### src/hw/rtl/bgcd_pkg.sv
package bgcd_pkg;

   localparam int MAX_DIGITS    = 256;
   localparam int GROUP_DIGITS  = 16;
   localparam int RESULT_LIMIT  = 16;
   localparam int LENGTH_CAP    = 511;

   localparam int CNT_W       = $clog2(MAX_DIGITS);
   localparam int LEN_W       = $clog2(MAX_DIGITS + 1);
   // 10^n < 2^(4n), so the count of common twos stays below 4 * MAX_DIGITS
   localparam int TWOS_W      = $clog2(4 * MAX_DIGITS + 1);
   localparam int EMIT_GROUPS = (MAX_DIGITS + GROUP_DIGITS - 1) / GROUP_DIGITS;
   localparam int EMIT_DIGITS = EMIT_GROUPS * GROUP_DIGITS;
   localparam int POS_W       = (EMIT_DIGITS > 1) ? $clog2(EMIT_DIGITS) : 1;
   localparam int GCNT_W      = (GROUP_DIGITS > 1) ? $clog2(GROUP_DIGITS) : 1;
   localparam int CMP_W       =
      $clog2(EMIT_DIGITS + MAX_DIGITS + RESULT_LIMIT * GROUP_DIGITS + LENGTH_CAP + 1) + 1;

   typedef logic [3:0] digit_type;
   typedef logic [2:0] op_type;

   typedef struct packed {
      digit_type a;
      digit_type b;
   } pair_type;

   typedef struct packed {
      logic clear;
      logic en_a;
      logic en_b;
      logic up;
   } cell_ctl_type;

   typedef struct packed {
      op_type op;
      logic   first;
      logic   step;
   } alu_ctl_type;

   localparam op_type OP_SCAN    = 3'd0;
   localparam op_type OP_HALF_AB = 3'd1;
   localparam op_type OP_HALF_A  = 3'd2;
   localparam op_type OP_HALF_B  = 3'd3;
   localparam op_type OP_SUB_AB  = 3'd4;
   localparam op_type OP_SUB_BA  = 3'd5;
   localparam op_type OP_DBL_A   = 3'd6;
   localparam op_type OP_DBL_B   = 3'd7;

endpackage

### src/hw/rtl/bgcd_cell.sv
module bgcd_cell (
   input  logic                  clock,
   input  logic                  reset,
   input  bgcd_pkg::cell_ctl_type ctl,
   input  bgcd_pkg::pair_type    lo,
   input  bgcd_pkg::pair_type    hi,
   output bgcd_pkg::pair_type    q
);
   import bgcd_pkg::*;

   pair_type q_ff, q_in;

   always_comb begin
      q_in = q_ff;
      if (ctl.clear) begin
         q_in = '0;
      end else begin
         if (ctl.en_a) begin
            q_in.a = ctl.up ? lo.a : hi.a;
         end
         if (ctl.en_b) begin
            q_in.b = ctl.up ? lo.b : hi.b;
         end
      end
   end

   always_ff @(posedge clock) begin
      if (reset) begin
         q_ff <= '0;
      end else begin
         q_ff <= q_in;
      end
   end

   assign q = q_ff;

endmodule

### config.mk
export PLATFORM = sky130hd
export DESIGN_NAME = bgcd_cell
export DESIGN_NICKNAME = d
export VERILOG_FILES = /design/src/hw/rtl/bgcd_pkg.sv /design/src/hw/rtl/bgcd_cell.sv
export SDC_FILE = /design/constraint.sdc
export NUM_CORES = 1
export LEC_CHECK = 0
export BUFFER_PORTS_ARGS = -buffer_cell sky130_fd_sc_hd__clkbuf_2
export CORE_AREA = 2 2 39 41
export CTS_BUF_LIST = sky130_fd_sc_hd__clkbuf_8 sky130_fd_sc_hd__clkbuf_16
export DETAILED_ROUTE_END_ITERATION = 8
export DIE_AREA = 0 0 41 43
export SYNTH_ARGS = -nofsm -noshare
export SYNTH_HDL_FRONTEND = slang
export SYNTH_SLANG_ARGS = --single-unit
### constraint.sdc
create_clock -name clock -period 0.8 [get_ports clock]
set_clock_uncertainty 0.1 [all_clocks]
set_input_delay 0.08 -clock clock [delete_from_list [all_inputs] [get_ports clock]]
set_output_delay 0.08 -clock clock [all_outputs]
set_load 0.05 [all_outputs]
### Yosys cells after proc, flatten, opt, wreduce, memory -nomap -nowiden

Index checks and enable logic that the tools add are counted.

* input port bits: 22
* output and inout bits: 8
* register bits after elaboration: 8
* word-level logic and storage cells: 5

* muxes and demuxes: 2
* reductions and logical operators: 1

Operator list (count)
* 4-bit 2-to-1 mux: 2
* 2-bit OR reduction: 1

### Logic depth before layout (Yosys ltp)

Gate-level depths: netlist of the first run.

* word-level depth: 1
* depth in mapped cells: 3
* mapped depth without buffers: 2

### Least setup slack after synthesis of the first run

OpenSTA, ideal clock, no wires.

* kind: register to register
* from: register, netlist name q[3]
* to: register q_ff (netlist bit q[3])
* setup time: 0.086 ns
* clock period less this slack: 1.075 ns
* buffers on the path: 0
* arrival time: 0.889 ns
* required time: 0.614 ns
* stages on the path, launching flop included: 3
* setup slack: -0.275 ns
* cells stage by stage: dfxtp_1 > nor2_1 > a211oi_1

RTL lines
* end signal: assignment: line bgcd_cell.sv:31 `q_ff <= q_in;`
* end: declaration: line bgcd_cell.sv:11 `pair_type q_ff, q_in;`

### Worst setup path after layout of the first run

* from: register q_ff (netlist bit q[5])
* to: output port q[5] in the netlist's numbering

RTL lines
* end: declaration: line bgcd_cell.sv:7 `output bgcd_pkg::pair_type q`

No word-level cell between the ends.

==> results of run 1 <==
[cells by family (layout without fill, tap and decap cells)]
family                 count (synthesis)  in the layout  synth area share [%]
AND/OR/NAND/NOR                        9              9                 9.733
AO/OA/AOI/OAI                          8              8                 17.45
multiplexers                           8              8                 21.48
flip-flops                             8              8                 42.95
buffers and inverters                  4             35                 8.387
[placed cells by master, fill, tap and decap left out, drive strengths merged]
cell / instances
a211oi: 8
buf: 3
clkbuf: 32
dfxtp: 8
mux2i: 8
nor2: 8
or2: 1
[worst max-delay path by stage]
stage                 startpoint  depth (start not counted)                end
2_1_floorplan  q[3]$_SDFFE_PP0P_                          2  q[3]$_SDFFE_PP0P_
3_3_place_gp              ctl[3]                          3  q[7]$_SDFFE_PP0P_
3_5_place_dp              ctl[3]                          3  q[0]$_SDFFE_PP0P_
4_1_cts        q[2]$_SDFFE_PP0P_                          1               q[2]
5_1_grt        q[5]$_SDFFE_PP0P_                          1               q[5]
6_report       q[5]$_SDFFE_PP0P_                          1               q[5]
[per-layer routing]
layer  track usage [%]  vias to the layer above
met4             8.000                        0
met5                 0                        -
met1             13.03                      180
met2             22.19                       20
met3             6.283                        2
li1                  -                      194
[layout make-up]
| class | count | area (µm²) | area share [%] |
|---|---|---|---|
| repair buffers | 32 | 340.3 | 42.11 |
| well taps | 16 | 20.02 | 2.477 |
| flip-flops and latches | 8 | 190.2 | 23.53 |
| multi-input cells | 25 | 216.5 | 26.78 |
| clock buffers | 3 | 41.29 | 5.108 |
[report_power, final]
group,leakage (µW),switching [µW],total [µW],internal (µW)
combinational,0.000271,148,315,168
clock,0.0000216,162,488,326
sequential,0.0000712,17.7,423,405
[timing repair]
action                     in CTS  in global routing
setup endpoints to repair       8                 13
setup buffers                   0                  1
gates resized for setup        24                  8
gates cloned                    0                  0
[stage by stage]
step                area, µm²  power, µW
floorplan               402.9      567.4
global placement        564.3      642.6
detailed placement      564.3      645.1
CTS                     765.7       1195
global route            808.3       1273
finish                  808.3       1226
==> results.cfg, run 1 <==
[status]
status = complete, but fails checks
violations = setup timing

[synthesis]
synthArstFlopShare_pct = 0
ys_top_cells_by_count = dfxtp_1, mux2i_1, nor2_1
synth_top_area_cell = dfxtp_1
syn_inst = 37
yosysSeqAreaShare_pct = 42.95
synth_area_leaders = dfxtp_1, mux2i_1, a211oi_1
synthesis.nets = 59
yosysWarnings = 0
synth_cell_types = 9
synth-edff-count = 0
synth_area_um2 = 372.9
synth_ff_type = dfxtp_1
ys_seq_elements = 8
avgSynthCellArea_um2 = 10.08
synth.top_cell.area_share_pct = 42.95

[sta]
period_needed_ps = 922.8
slew_viol_final = 0
setup_violations = 9
fmax_mhz = 1084
finalSetupTns_ps = -922.7
fin_crit_sh_pct = 115.4
worst_slew_pin_slew_ps = 198.2
max-slew-margin-rel_pct = 86.41
finalHoldViolations = 0
grt_setup_unrepaired = yes
hold_ws_ps = 60.25
fin_ws_ps = -122.8

[clocking]
clkLatencyLatePin_ps = 230
numCtsBuffers = 3
clkTransAtPathRegs_ps = 40
htree_levels = 1
cts-root-buf = clkbuf_8
cts_tree = built
clockBufferDepth = 2
hold_buffers = 0
clock-sinks = 8

[final_layout]
diodes = 0
syn_to_final_growth_pct = 116.8
num-nets-final = 92
fillCellCount = 111
layout-drive-gt1-share_pct = 75.00
post-route-util_pct = 58.41
largest_reg_flops = 8
final_cells = 84

[place]
dpl_worst_slack_ps = -152.8
place_inst = 80
port_buffers = 29
place.gp.congestion = 0.6147
place_hpwl_um = 710

[grt]
overflow = 0
grt_pass1_wl_mm = 1.524
antenna_found_initial = 0
first_global_vias = 390
grt.total_usage_pct = 13.61
grt_max_degree = 9

[pwr]
vdd_drop_max_mv = 0.9497
p_leak_uw = 0.0003635
power.density_mw_per_mm2 = 1517

[floorplan]
dieWidth_um = 41
die_h_um = 43
start_util_pct = 26.94
pin_count = 30
coreArea_mm2 = 0.001384
dieArea_mm2 = 0.001763
std_cell_rows = 14

[setup_path]
slowest_stage = dfxtp_4
worstPathRequired_ps = 620
critPathMaxStageDelay_ps = 350
start_kind = flop
critPathKind = flop to output port
reg2reg_setup_slack_ps = -10
r2r_end = q[2]$_SDFFE_PP0P_
path_max_fanout = 2
cp-end-kind = output port
path_cells = clkbuf_16
r2r_cells = 3
cp_top_family = flip-flops
r2r_start = q[2]$_SDFFE_PP0P_
crit_arrival_ps = 740
critPathBufInv = 1

[route]
met3_length_um = 90
routed_wl_mm = 1.086
viasPerCell = 4.714
num_vias = 396
m1WireLength_um = 405
first_pass_iters = 3
dr_wl_met2_um = 568
highest_layer = met4
drc_errors = 0
wire_per_inst_um = 12.93
detail-route-antenna-nets = 0
drt_iter0_drc = 2

[run]
maxCapViolCount = 0

[hold_path]
hold_depth = 3
hold_path_class = primary input to flop
min_from = hi[1]
worstHoldEndpoint = q[1]$_SDFFE_PP0P_
(Power assumes the default switching activity.)
==> run 2: changes to the inputs <==
==> constraint.sdc (replaced) <==
create_clock -name clock -period 0.8 [get_ports clock]
set_clock_uncertainty 0.1 [all_clocks]
set_input_delay 0.08 -clock clock [delete_from_list [all_inputs] [get_ports clock]]
set_output_delay 0.08 -clock clock [all_outputs]
set_load 0.005 [all_outputs]
==> results.cfg, run 2 (synthesis results as in run 1) <==
[status]
status = complete, but fails checks
violations = setup timing

[final_layout]
num-nets-final = 89
post-route-util_pct = 40.69
largest_reg_flops = 8
syn_to_final_growth_pct = 51.01
layout-drive-gt1-share_pct = 64.62
fillCellCount = 134
diodes = 0
final_cell_mix = clkbuf_2, mux2i_1, nor2_1, dfxtp_2, a211oi_1
mostFrequentLayoutCell = clkbuf_2

[sta]
fin_ws_ps = -28.99
worst_slew_pin_slew_ps = 299.5
finalHoldViolations = 0
max-slew-margin-rel_pct = 80.03
hold_ws_ps = 43.81
fmax_mhz = 1206
grt_setup_unrepaired = yes
period_needed_ps = 829.0
setup_violations = 8
fin_crit_sh_pct = 103.6
slew_viol_final = 0

[route]
drt_iter0_drc = 3
detail-route-antenna-nets = 0
first_pass_iters = 2
drc_errors = 0
routed_wl_um = 827
viasPerCell = 4.469
wire_per_inst_um = 10.21
num_vias = 362

[floorplan]
dieArea_mm2 = 0.001763
coreArea_mm2 = 0.001384
pin_count = 30
std_cell_rows = 14
start_util_pct = 26.94
die_h_um = 43
dieWidth_um = 41

[grt]
grt_max_degree = 9
first_global_vias = 297
overflow = 0
grt_pass1_wl_mm = 1.152
antenna_found_initial = 0
grt.total_usage_pct = 10.48

[place]
port_buffers = 29
place_hpwl_um = 634.5
place.gp.congestion = 0.5964

[setup_path]
cp-end-kind = output port
start_kind = flop
slowest_stage = dfxtp_2
crit_arrival_ps = 650
r2r_cells = 2
path_cells = clkbuf_2
critPathBufInv = 1
cp_top_family = flip-flops
critPathMaxStageDelay_ps = 320
critPathKind = flop to output port
crit_cells = 1
path_max_fanout = 2
worstPathRequired_ps = 620

[hold_path]
hold_path_class = primary input to flop
hold_depth = 2

[run]
maxCapViolCount = 0

[clocking]
clkTransAtPathRegs_ps = 40
clock-sinks = 8
numCtsBuffers = 3
htree_levels = 1
cts_tree = built
clkLatencyLatePin_ps = 230
clockBufferDepth = 2
cts-root-buf = clkbuf_8

[pwr]
vdd_drop_max_mv = 1.207
p_leak_uw = 0.0002877
power.density_mw_per_mm2 = 1879
[run 2: cell types whose count changed in the layout (fill, tap and decap cells not counted), moves of 2 or more]
cell	previous run	this run
dfxtp_2	0	8
clkbuf_2	21	29
buf_4	2	0
a211oi_1	2	6
dfxtp_4	8	0
a211oi_2	6	2
clkbuf_16	8	0
[run 2: cell type report]
cell class	instances	area, µm²	area share (%)
multi-input combinational	25	186.4	33.11
tap	16	20.02	3.556
sequential	8	170.2	30.22
clock buffer	3	41.29	7.333
timing repair buffer	29	145.1	25.78
[run 2: stage by stage]
step | cells | power [µW] | instance area [µm²] | TNS [ps] | worst slack [ps]
final | 81 | 1058 | 563.0 | -206.1 | -28.99
after floorplan | 37 | 518.7 | 372.9 | 0 | 29.98
after global placement | 78 | 580.5 | 506.7 | -612.6 | -88.12
after CTS | 81 | 1080 | 558.0 | -286.2 | -42.01
after global routing | 81 | 1116 | 563.0 | -414.4 | -65.32
after detailed placement | 78 | 581.7 | 506.7 | -699.2 | -107.9
[run 2: layer usage]
layer  up-vias  wire (µm)  global-route usage [%]  share of wire [%]
li1        189          -                       -                  -
met1       148        334                   11.73                 40
met2        25        347                   13.75                 42
met3         0        145                   7.853                 18
met4         0          0                   6.000                  0
met5         -          0                       0                  0
[run 2: path summary, 6_finish.rpt]
| kind | to | from | slack [ps] |
|---|---|---|---|
| worst min register to register | q[1]$_SDFFE_PP0P_ | q[1]$_SDFFE_PP0P_ | 380 |
| worst max-delay path | q[4] | q[4]$_SDFFE_PP0P_ | -30 |
| worst min-delay path | q[4]$_SDFFE_PP0P_ | ctl[2] | 40 |
| worst max register to register | q[6]$_SDFFE_PP0P_ | q[6]$_SDFFE_PP0P_ | 40 |
[run 2: power by group]
part | switching (µW) | total [µW] | internal [µW] | leakage (µW)
clock network | 153 | 479 | 325 | 0.0000216
registers | 8.69 | 431 | 422 | 0.0000688
logic | 67.3 | 148 | 81.1 | 0.000197
total | 229 | 1060 | 829 | 0.000288
[run 2: repair_timing]
item | 4_1_cts | 5_1_grt
hold buffers | 0 | 0
setup endpoints to repair | 8 | 9
setup buffers | 0 | 0
endpoints found under the hold margin | 0 | 0
resized for setup | 8 | 1
