[src/hw/rtl/bgcd_pkg.sv]
package bgcd_pkg;

   localparam int MAX_DIGITS    = 256;
   localparam int GROUP_DIGITS  = 16;
   localparam int RESULT_LIMIT  = 16;
   localparam int LENGTH_CAP    = 511;

   localparam int CNT_W       = $clog2(MAX_DIGITS);
   localparam int LEN_W       = $clog2(MAX_DIGITS + 1);
   // 10^n < 2^(4n), so the count of common twos stays below 4 * MAX_DIGITS
   localparam int TWOS_W      = $clog2(4 * MAX_DIGITS + 1);
   localparam int EMIT_GROUPS = (MAX_DIGITS + GROUP_DIGITS - 1) / GROUP_DIGITS;
   localparam int EMIT_DIGITS = EMIT_GROUPS * GROUP_DIGITS;
   localparam int POS_W       = (EMIT_DIGITS > 1) ? $clog2(EMIT_DIGITS) : 1;
   localparam int GCNT_W      = (GROUP_DIGITS > 1) ? $clog2(GROUP_DIGITS) : 1;
   localparam int CMP_W       =
      $clog2(EMIT_DIGITS + MAX_DIGITS + RESULT_LIMIT * GROUP_DIGITS + LENGTH_CAP + 1) + 1;

   typedef logic [3:0] digit_type;
   typedef logic [2:0] op_type;

   typedef struct packed {
      digit_type a;
      digit_type b;
   } pair_type;

   typedef struct packed {
      logic clear;
      logic en_a;
      logic en_b;
      logic up;
   } cell_ctl_type;

   typedef struct packed {
      op_type op;
      logic   first;
      logic   step;
   } alu_ctl_type;

   localparam op_type OP_SCAN    = 3'd0;
   localparam op_type OP_HALF_AB = 3'd1;
   localparam op_type OP_HALF_A  = 3'd2;
   localparam op_type OP_HALF_B  = 3'd3;
   localparam op_type OP_SUB_AB  = 3'd4;
   localparam op_type OP_SUB_BA  = 3'd5;
   localparam op_type OP_DBL_A   = 3'd6;
   localparam op_type OP_DBL_B   = 3'd7;

endpackage

[src/hw/rtl/bgcd_digit_alu.sv]
module bgcd_digit_alu (
   input  logic                 clock,
   input  logic                 reset,
   input  bgcd_pkg::alu_ctl_type ctl,
   input  bgcd_pkg::pair_type   din,
   output bgcd_pkg::pair_type   dout
);
   import bgcd_pkg::*;

   typedef struct packed {
      logic      c;
      digit_type d;
   } step_type;

   function automatic step_type halve(input digit_type x, input logic r);
      logic [4:0] v;
      step_type   s;
      v   = {1'b0, x} + (r ? 5'd10 : 5'd0);
      s.d = v[4:1];
      s.c = v[0];
      return s;
   endfunction

   function automatic step_type subd(input digit_type x, input digit_type y, input logic c);
      logic [4:0] t;
      step_type   s;
      t = {1'b0, x} + 5'd10 - {1'b0, y} - {4'd0, c};
      if (t >= 5'd10) begin
         s.d = 4'(t - 5'd10);
         s.c = 1'b0;
      end else begin
         s.d = t[3:0];
         s.c = 1'b1;
      end
      return s;
   endfunction

   function automatic step_type dbl(input digit_type x, input logic c);
      logic [4:0] v;
      step_type   s;
      v = {x, 1'b0} + {4'd0, c};
      if (v >= 5'd10) begin
         s.d = 4'(v - 5'd10);
         s.c = 1'b1;
      end else begin
         s.d = v[3:0];
         s.c = 1'b0;
      end
      return s;
   endfunction

   logic     cy_a_ff, cy_a_in, cy_b_ff, cy_b_in;
   logic     ca, cb;
   step_type sa, sb;

   assign ca = ctl.first ? 1'b0 : cy_a_ff;
   assign cb = ctl.first ? 1'b0 : cy_b_ff;

   always_comb begin
      dout    = din;
      cy_a_in = 1'b0;
      cy_b_in = 1'b0;
      sa      = '0;
      sb      = '0;
      unique case (ctl.op)
         OP_SCAN: begin
            dout = din;
         end
         OP_HALF_AB: begin
            sa      = halve(din.a, ca);
            sb      = halve(din.b, cb);
            dout.a  = sa.d;
            dout.b  = sb.d;
            cy_a_in = sa.c;
            cy_b_in = sb.c;
         end
         OP_HALF_A: begin
            sa      = halve(din.a, ca);
            dout.a  = sa.d;
            cy_a_in = sa.c;
         end
         OP_HALF_B: begin
            sb      = halve(din.b, cb);
            dout.b  = sb.d;
            cy_b_in = sb.c;
         end
         OP_SUB_AB: begin
            sa      = subd(din.a, din.b, ca);
            dout.a  = sa.d;
            cy_a_in = sa.c;
         end
         OP_SUB_BA: begin
            sb      = subd(din.b, din.a, cb);
            dout.b  = sb.d;
            cy_b_in = sb.c;
         end
         OP_DBL_A: begin
            sa      = dbl(din.a, ca);
            dout.a  = sa.d;
            cy_a_in = sa.c;
         end
         OP_DBL_B: begin
            sb      = dbl(din.b, cb);
            dout.b  = sb.d;
            cy_b_in = sb.c;
         end
         default: begin
            dout = din;
         end
      endcase
   end

   always_ff @(posedge clock) begin
      if (reset) begin
         cy_a_ff <= 1'b0;
         cy_b_ff <= 1'b0;
      end else if (ctl.step) begin
         cy_a_ff <= cy_a_in;
         cy_b_ff <= cy_b_in;
      end
   end

endmodule

[config.mk]
export PLATFORM = sky130hd
export DESIGN_NAME = bgcd_digit_alu
export DESIGN_NICKNAME = d
export VERILOG_FILES = /design/src/hw/rtl/bgcd_pkg.sv /design/src/hw/rtl/bgcd_digit_alu.sv
export SDC_FILE = /design/constraint.sdc
export NUM_CORES = 1
export LEC_CHECK = 0
export BUFFER_PORTS_ARGS = -buffer_cell sky130_fd_sc_hd__buf_2
export CAP_MARGIN = 20
export CORE_UTILIZATION = 45
export CTS_BUF_LIST = sky130_fd_sc_hd__clkbuf_16
export DETAILED_ROUTE_END_ITERATION = 8
export GPL_TIMING_DRIVEN = 0
export PLACE_DENSITY = 0.67
export RECOVER_POWER = 50
export SLEW_MARGIN = 30
export SYNTH_ARGS = -nofsm -noshare
export SYNTH_HDL_FRONTEND = slang
export SYNTH_SLANG_ARGS = --single-unit
[constraint.sdc]
create_clock -name clock -period 8.4 [get_ports clock]
set_input_delay 0.84 -clock clock [delete_from_list [all_inputs] [get_ports clock]]
set_output_delay 0.84 -clock clock [all_outputs]
set_load 0.005 [all_outputs]
# [After elaboration in Yosys (flattened, before gate mapping)]
# Cells that the tools add are included.
[op_classes] add_sub_neg=14 n_mul=0 div_mod_pow=0 n_lt_le_gt_ge=4 eq_ne=7 n_shift=0 muxes=12 n_bitwise=0 n_reduce_logical=2
[op_table] operator="one-hot mux 4 bit (3 select lines)" n=2
[op_table] operator="greater-or-equal comparator 5 x 4 -> 1 bit (second input constant)" n=4
[op_table] operator="2-to-1 mux 5 bit" n=4
[op_table] operator="subtractor 4 bit (second input constant)" n=4
[op_table] operator="equality test 3 bit (second input constant)" n=4
[op_table] operator="adder 4 x 4 -> 5 bit" n=2
[op_table] operator="adder 4 x 4 -> 5 bit (second input constant)" n=2
[op_table] operator="adder 5 x 1 -> 5 bit" n=2
[op_table] operator="subtractor 5 x 1 -> 5 bit" n=2
[op_table] operator="subtractor 5 x 4 -> 5 bit" n=2
[op_table] operator="2-to-1 mux 4 bit" n=2
[op_table] operator="equality test 3 x 2 -> 1 bit (second input constant)" n=2
[op_table] operator="one-hot mux 1 bit (3 select lines)" n=2
[op_table] operator="OR reduction 2 bit" n=2
[op_table] operator="equality test 3 x 1 -> 1 bit (second input constant)" n=1
[op_table] operator="2-to-1 mux 1 bit" n=2
[totals] ff_bits=2 latchBits=0 mem_bits_rw=0 mem_bits_ro=0 in_bits=15 output_inout_bits=8 memories=0

# [Logic depth before layout (Yosys ltp)]
[depth] word_depth=6 depth_mapped=12 mapped_depth_nobuf=12

# [Worst setup path after synthesis]
# OpenSTA, ideal clock, no wires.
[synth_path] path_kind="input-to-output" start="in din[5] (netlist bit)" end="out dout[5] (netlist bit)" arrival_time_ps=3105 t_required_ps=7560 path_slack_ps=4455 cell_stages=10 path_buffers=0 path_cell_list="inv_1 ha_1 fa_1 inv_1 ha_1 fa_1 xnor2_1 a21boi_0 a211oi_1 o32a_1"
[synth_rtl] item="start, declared" line_no="bgcd_digit_alu.sv:5" rtl="input bgcd_pkg::pair_type din,"
[synth_rtl] item="end, declared" line_no="bgcd_digit_alu.sv:6" rtl="output bgcd_pkg::pair_type dout"

==> impl_metrics.tcl <==
set metrics [dict create \
    status "finished, final reports clean" \
    yosys.area_share.adder_pct 29.1 \
    clock_skew_ps 0 \
    hold_depth 2 \
    grt_usage_pct 26.5 \
    die_y_um 53.3 \
    crit_arrival_ps 3870 \
    critPathMaxStageDelay_ps 540 \
    cp-start-kind "input pin" \
    port_buffers 21 \
    netlist_instances 163 \
    ys_warn_count 0 \
    syn_area_per_cell_um2 7.27 \
    wl_per_cell_um 15.2 \
    synth_mux_area_share_pct 0 \
    stdcell_count 217 \
    numPlacedInstances 214 \
    start_util_pct 47.8 \
    synth_area_um2 1180 \
    reg2reg_from "cy_a_ff$_SDFFE_PP0P_" \
    crit_path_top_delay_cell "a21boi_0" \
    die_w_um 53.3 \
    diodes 0 \
    post-route-period-util_pct 56.1 \
    fin_crit_ps 4710 \
    hp-start "cy_a_ff$_SDFFE_PP0P_" \
    postCtsHoldBufs 0 \
    clock-root-buffer "clkbuf_16" \
    post_cts_buffers 0 \
    antenna_found_initial 0 \
    detail-route-antenna-nets 0 \
    synthXorXnorAreaFrac_pct 5.17 \
    yosys.area_share.simple_pct 20.1 \
    slew_viol_final 0 \
    total_power_mw 0.179 \
    drt_first_iter_violations 53 \
    final_layout_size_suffix_gt1_share_pct 12.8 \
    dp_hpwl_um 2710 \
    cts_buffers 3 \
    grt_pass1_wl_um 5530 \
    ys_seq_elements 2 \
    core_area_um2 2480 \
    slew_headroom_pct 58.8 \
    worst_slew_pin_slew_ps 613 \
    hold_violations 0 \
    worstHoldEndpoint "cy_a_ff$_SDFFE_PP0P_" \
    firstDrtPassIters 4 \
    grt_pass1_vias 1232 \
    required_ps 7560 \
    synth.net_count 202 \
    cts_tree "built" \
    fp.dieArea_um2 2840 \
    r2r_end "cy_a_ff$_SDFFE_PP0P_" \
    tns_ps 0 \
    routed_wl_um 3310 \
    vias_per_cell 6.18 \
    power_density_nw_per_um2 128 \
    drv_cap 0 \
    grt_overflow 0 \
    htree_levels 1 \
    cts.repair.resized 0 \
    multiInputGateArea_um2 1030 \
    r2r_slack_ps 5240 \
    critical_path.cell_chain "clkbuf_1 -> inv_1 -> ha_1 -> fa_1 -> inv_1 -> ha_1 -> fa_1 -> xnor2_1 -> a21boi_0 -> a211oi_1 -> o32a_1 -> buf_2" \
    vdd_ir_drop_max_uv 94.8 \
    syn_to_final_growth_pct 17.8 \
    cts_sinks 2 \
    route.vias.total 1342 \
    clk_latency_ps 220 \
    synth_top_family_by_area "compound AO/OA/AOI/OAI gates" \
    rr_worst_depth 10 \
    finalNetCount 228 \
    fmax_mhz 212 \
    hp-class "flop to flop" \
    cp-end-kind "output port" \
    rsz0062_at_grt "false" \
    rows 18 \
    critPathKind "input pin to output port" \
    place.gp.congestion 0.910 \
    clk_pin_slew_ps 30 \
    critPathMaxFanout 6 \
    setup_viol_count_final 0 \
    yosysSeqAreaShare_pct 3.38 \
    io_pins 23 \
    cts.path.max_buffers 2 \
    grt_max_degree 11 \
    regArea_um2 40.0 \
    leakagePower_nw 0.651 \
    drc 0 \
    synth_compound_area_share_pct 32.2 \
    ys_types 45 \
    nFillCells 258 \
]
==> per-stage QoR <==
stage / hold slack [ps] / utilization, % / area, µm² / setup WS (ps)
final: 531 / 56.4 / 1400 / 3690
after global placement: 479 / 53.6 / 1330 / 3870
after floorplan: 467 / - / 1180 / 4450
after detailed placement: 519 / 53.6 / 1330 / 3840
after CTS: 523 / 56.6 / 1400 / 3840
after global routing: 544 / 56.4 / 1400 / 3420
==> synthesized netlist by cell type (all sizes together) <==
cell / count / area share, %
inv: 24 / 7.6
ha: 18 / 19
a21oi: 12 / 5.1
nor2: 12 / 3.8
nand2: 9 / 2.9
xnor2: 7 / 5.2
fa: 6 / 10
o21ai: 6 / 2.5
nand3: 5 / 2.1
clkbuf: 4 / 1.3
nor3: 4 / 1.7
o31ai: 4 / 2.5
a21o: 3 / 1.9
a31oi: 3 / 1.6
buf: 3 / 1.2
nand2b: 3 / 1.6
o211ai: 3 / 1.9
o21a: 3 / 1.9
a211oi: 2 / 1.3
a21boi: 2 / 1.3
a222oi: 2 / 1.7
a311oi: 2 / 1.5
dfxtp: 2 / 3.4
nor4b: 2 / 1.5
o2111ai: 2 / 1.5
o22ai: 2 / 1.1
o32a: 2 / 1.7
a221oi: 1 / 0.74
a22oi: 1 / 0.63
and2: 1 / 0.53
and3: 1 / 0.53
and4: 1 / 0.74
nand3b: 1 / 0.63
nand4: 1 / 0.53
nand4b: 1 / 0.74
nor2b: 1 / 0.53
nor3b: 1 / 0.63
o2111a: 1 / 0.95
o221ai: 1 / 0.74
o311a: 1 / 0.84
o41a: 1 / 0.95
or3: 1 / 0.95
or3b: 1 / 0.74
==> critical path, delay by kind of cell <==
family / cells / cell delay (ps)
adders and majority gates: 4 / 1270
AOI/OAI and AO/OA: 3 / 1000
buffers and inverters: 4 / 530
xor gates and xnor gates: 1 / 210
==> where the power goes <==
part / total [mW] / internal (mW) / switching (mW)
combinational: 0.0970 / 0.0409 / 0.0561
clock: 0.0717 / 0.0606 / 0.0111
sequential: 0.0104 / 0.0101 / 0.000222
total: 0.179 / 0.112 / 0.0675
==> logic make-up (layout without fill, tap and decap cells) <==
family                     Yosys count  after routing
xor gates and xnor gates             7              7
adders and majority gates           24             24
buffers and inverters               31             55
AOI/OAI and AO/OA                   54             54
and+or+nand+nor                     45             45
DFF                                  2              2
==> cells in the final DEF (no fill, tap or decap), types with 3 or more instances in the layout <==
master / instances
o21ai_0: 6
o211ai_1: 3
nand2b_1: 3
a21oi_1: 12
xnor2_1: 7
nor2_1: 12
o21a_1: 3
clkbuf_1: 9
a31oi_1: 3
nor3_1: 4
buf_2: 18
clkbuf_16: 3
nand3_1: 5
a21o_1: 3
inv_1: 23
o31ai_1: 4
nand2_1: 9
ha_1: 18
fa_1: 6
==> how the worst max path moves through the flow <==
stage | slack, ps | from | cells after the start | end
final | 3690 | din[5] | 12 | dout[5]
after global routing | 3420 | din[5] | 13 | dout[6]
after CTS | 3840 | din[5] | 13 | dout[6]
after detailed placement | 3840 | ctl[1] | 13 | dout[6]
after global placement | 3870 | ctl[1] | 13 | dout[6]
after floorplan | 4450 | din[5] | 10 | dout[5]
==> layer usage <==
metal	global-route usage (%)	part of all wire, %
met5	0	0
met4	7.46	2.1
met3	2.01	6.0
met2	47.1	50
met1	33.6	42
==> area by class of cell <==
class,count,area share [%]
multi-input combinational,130,73.5
timing repair buffer,21,7.08
inverter,24,6.45
clock buffer,3,5.38
sequential,2,2.87
tap,30,2.69
buffer,7,2.06
==> flip-flops by register name (all words and copies together), names as in the netlist <==
register  flops
cy_b_ff       1
cy_a_ff       1
Note: power is estimated with default switching activity, not from simulation.
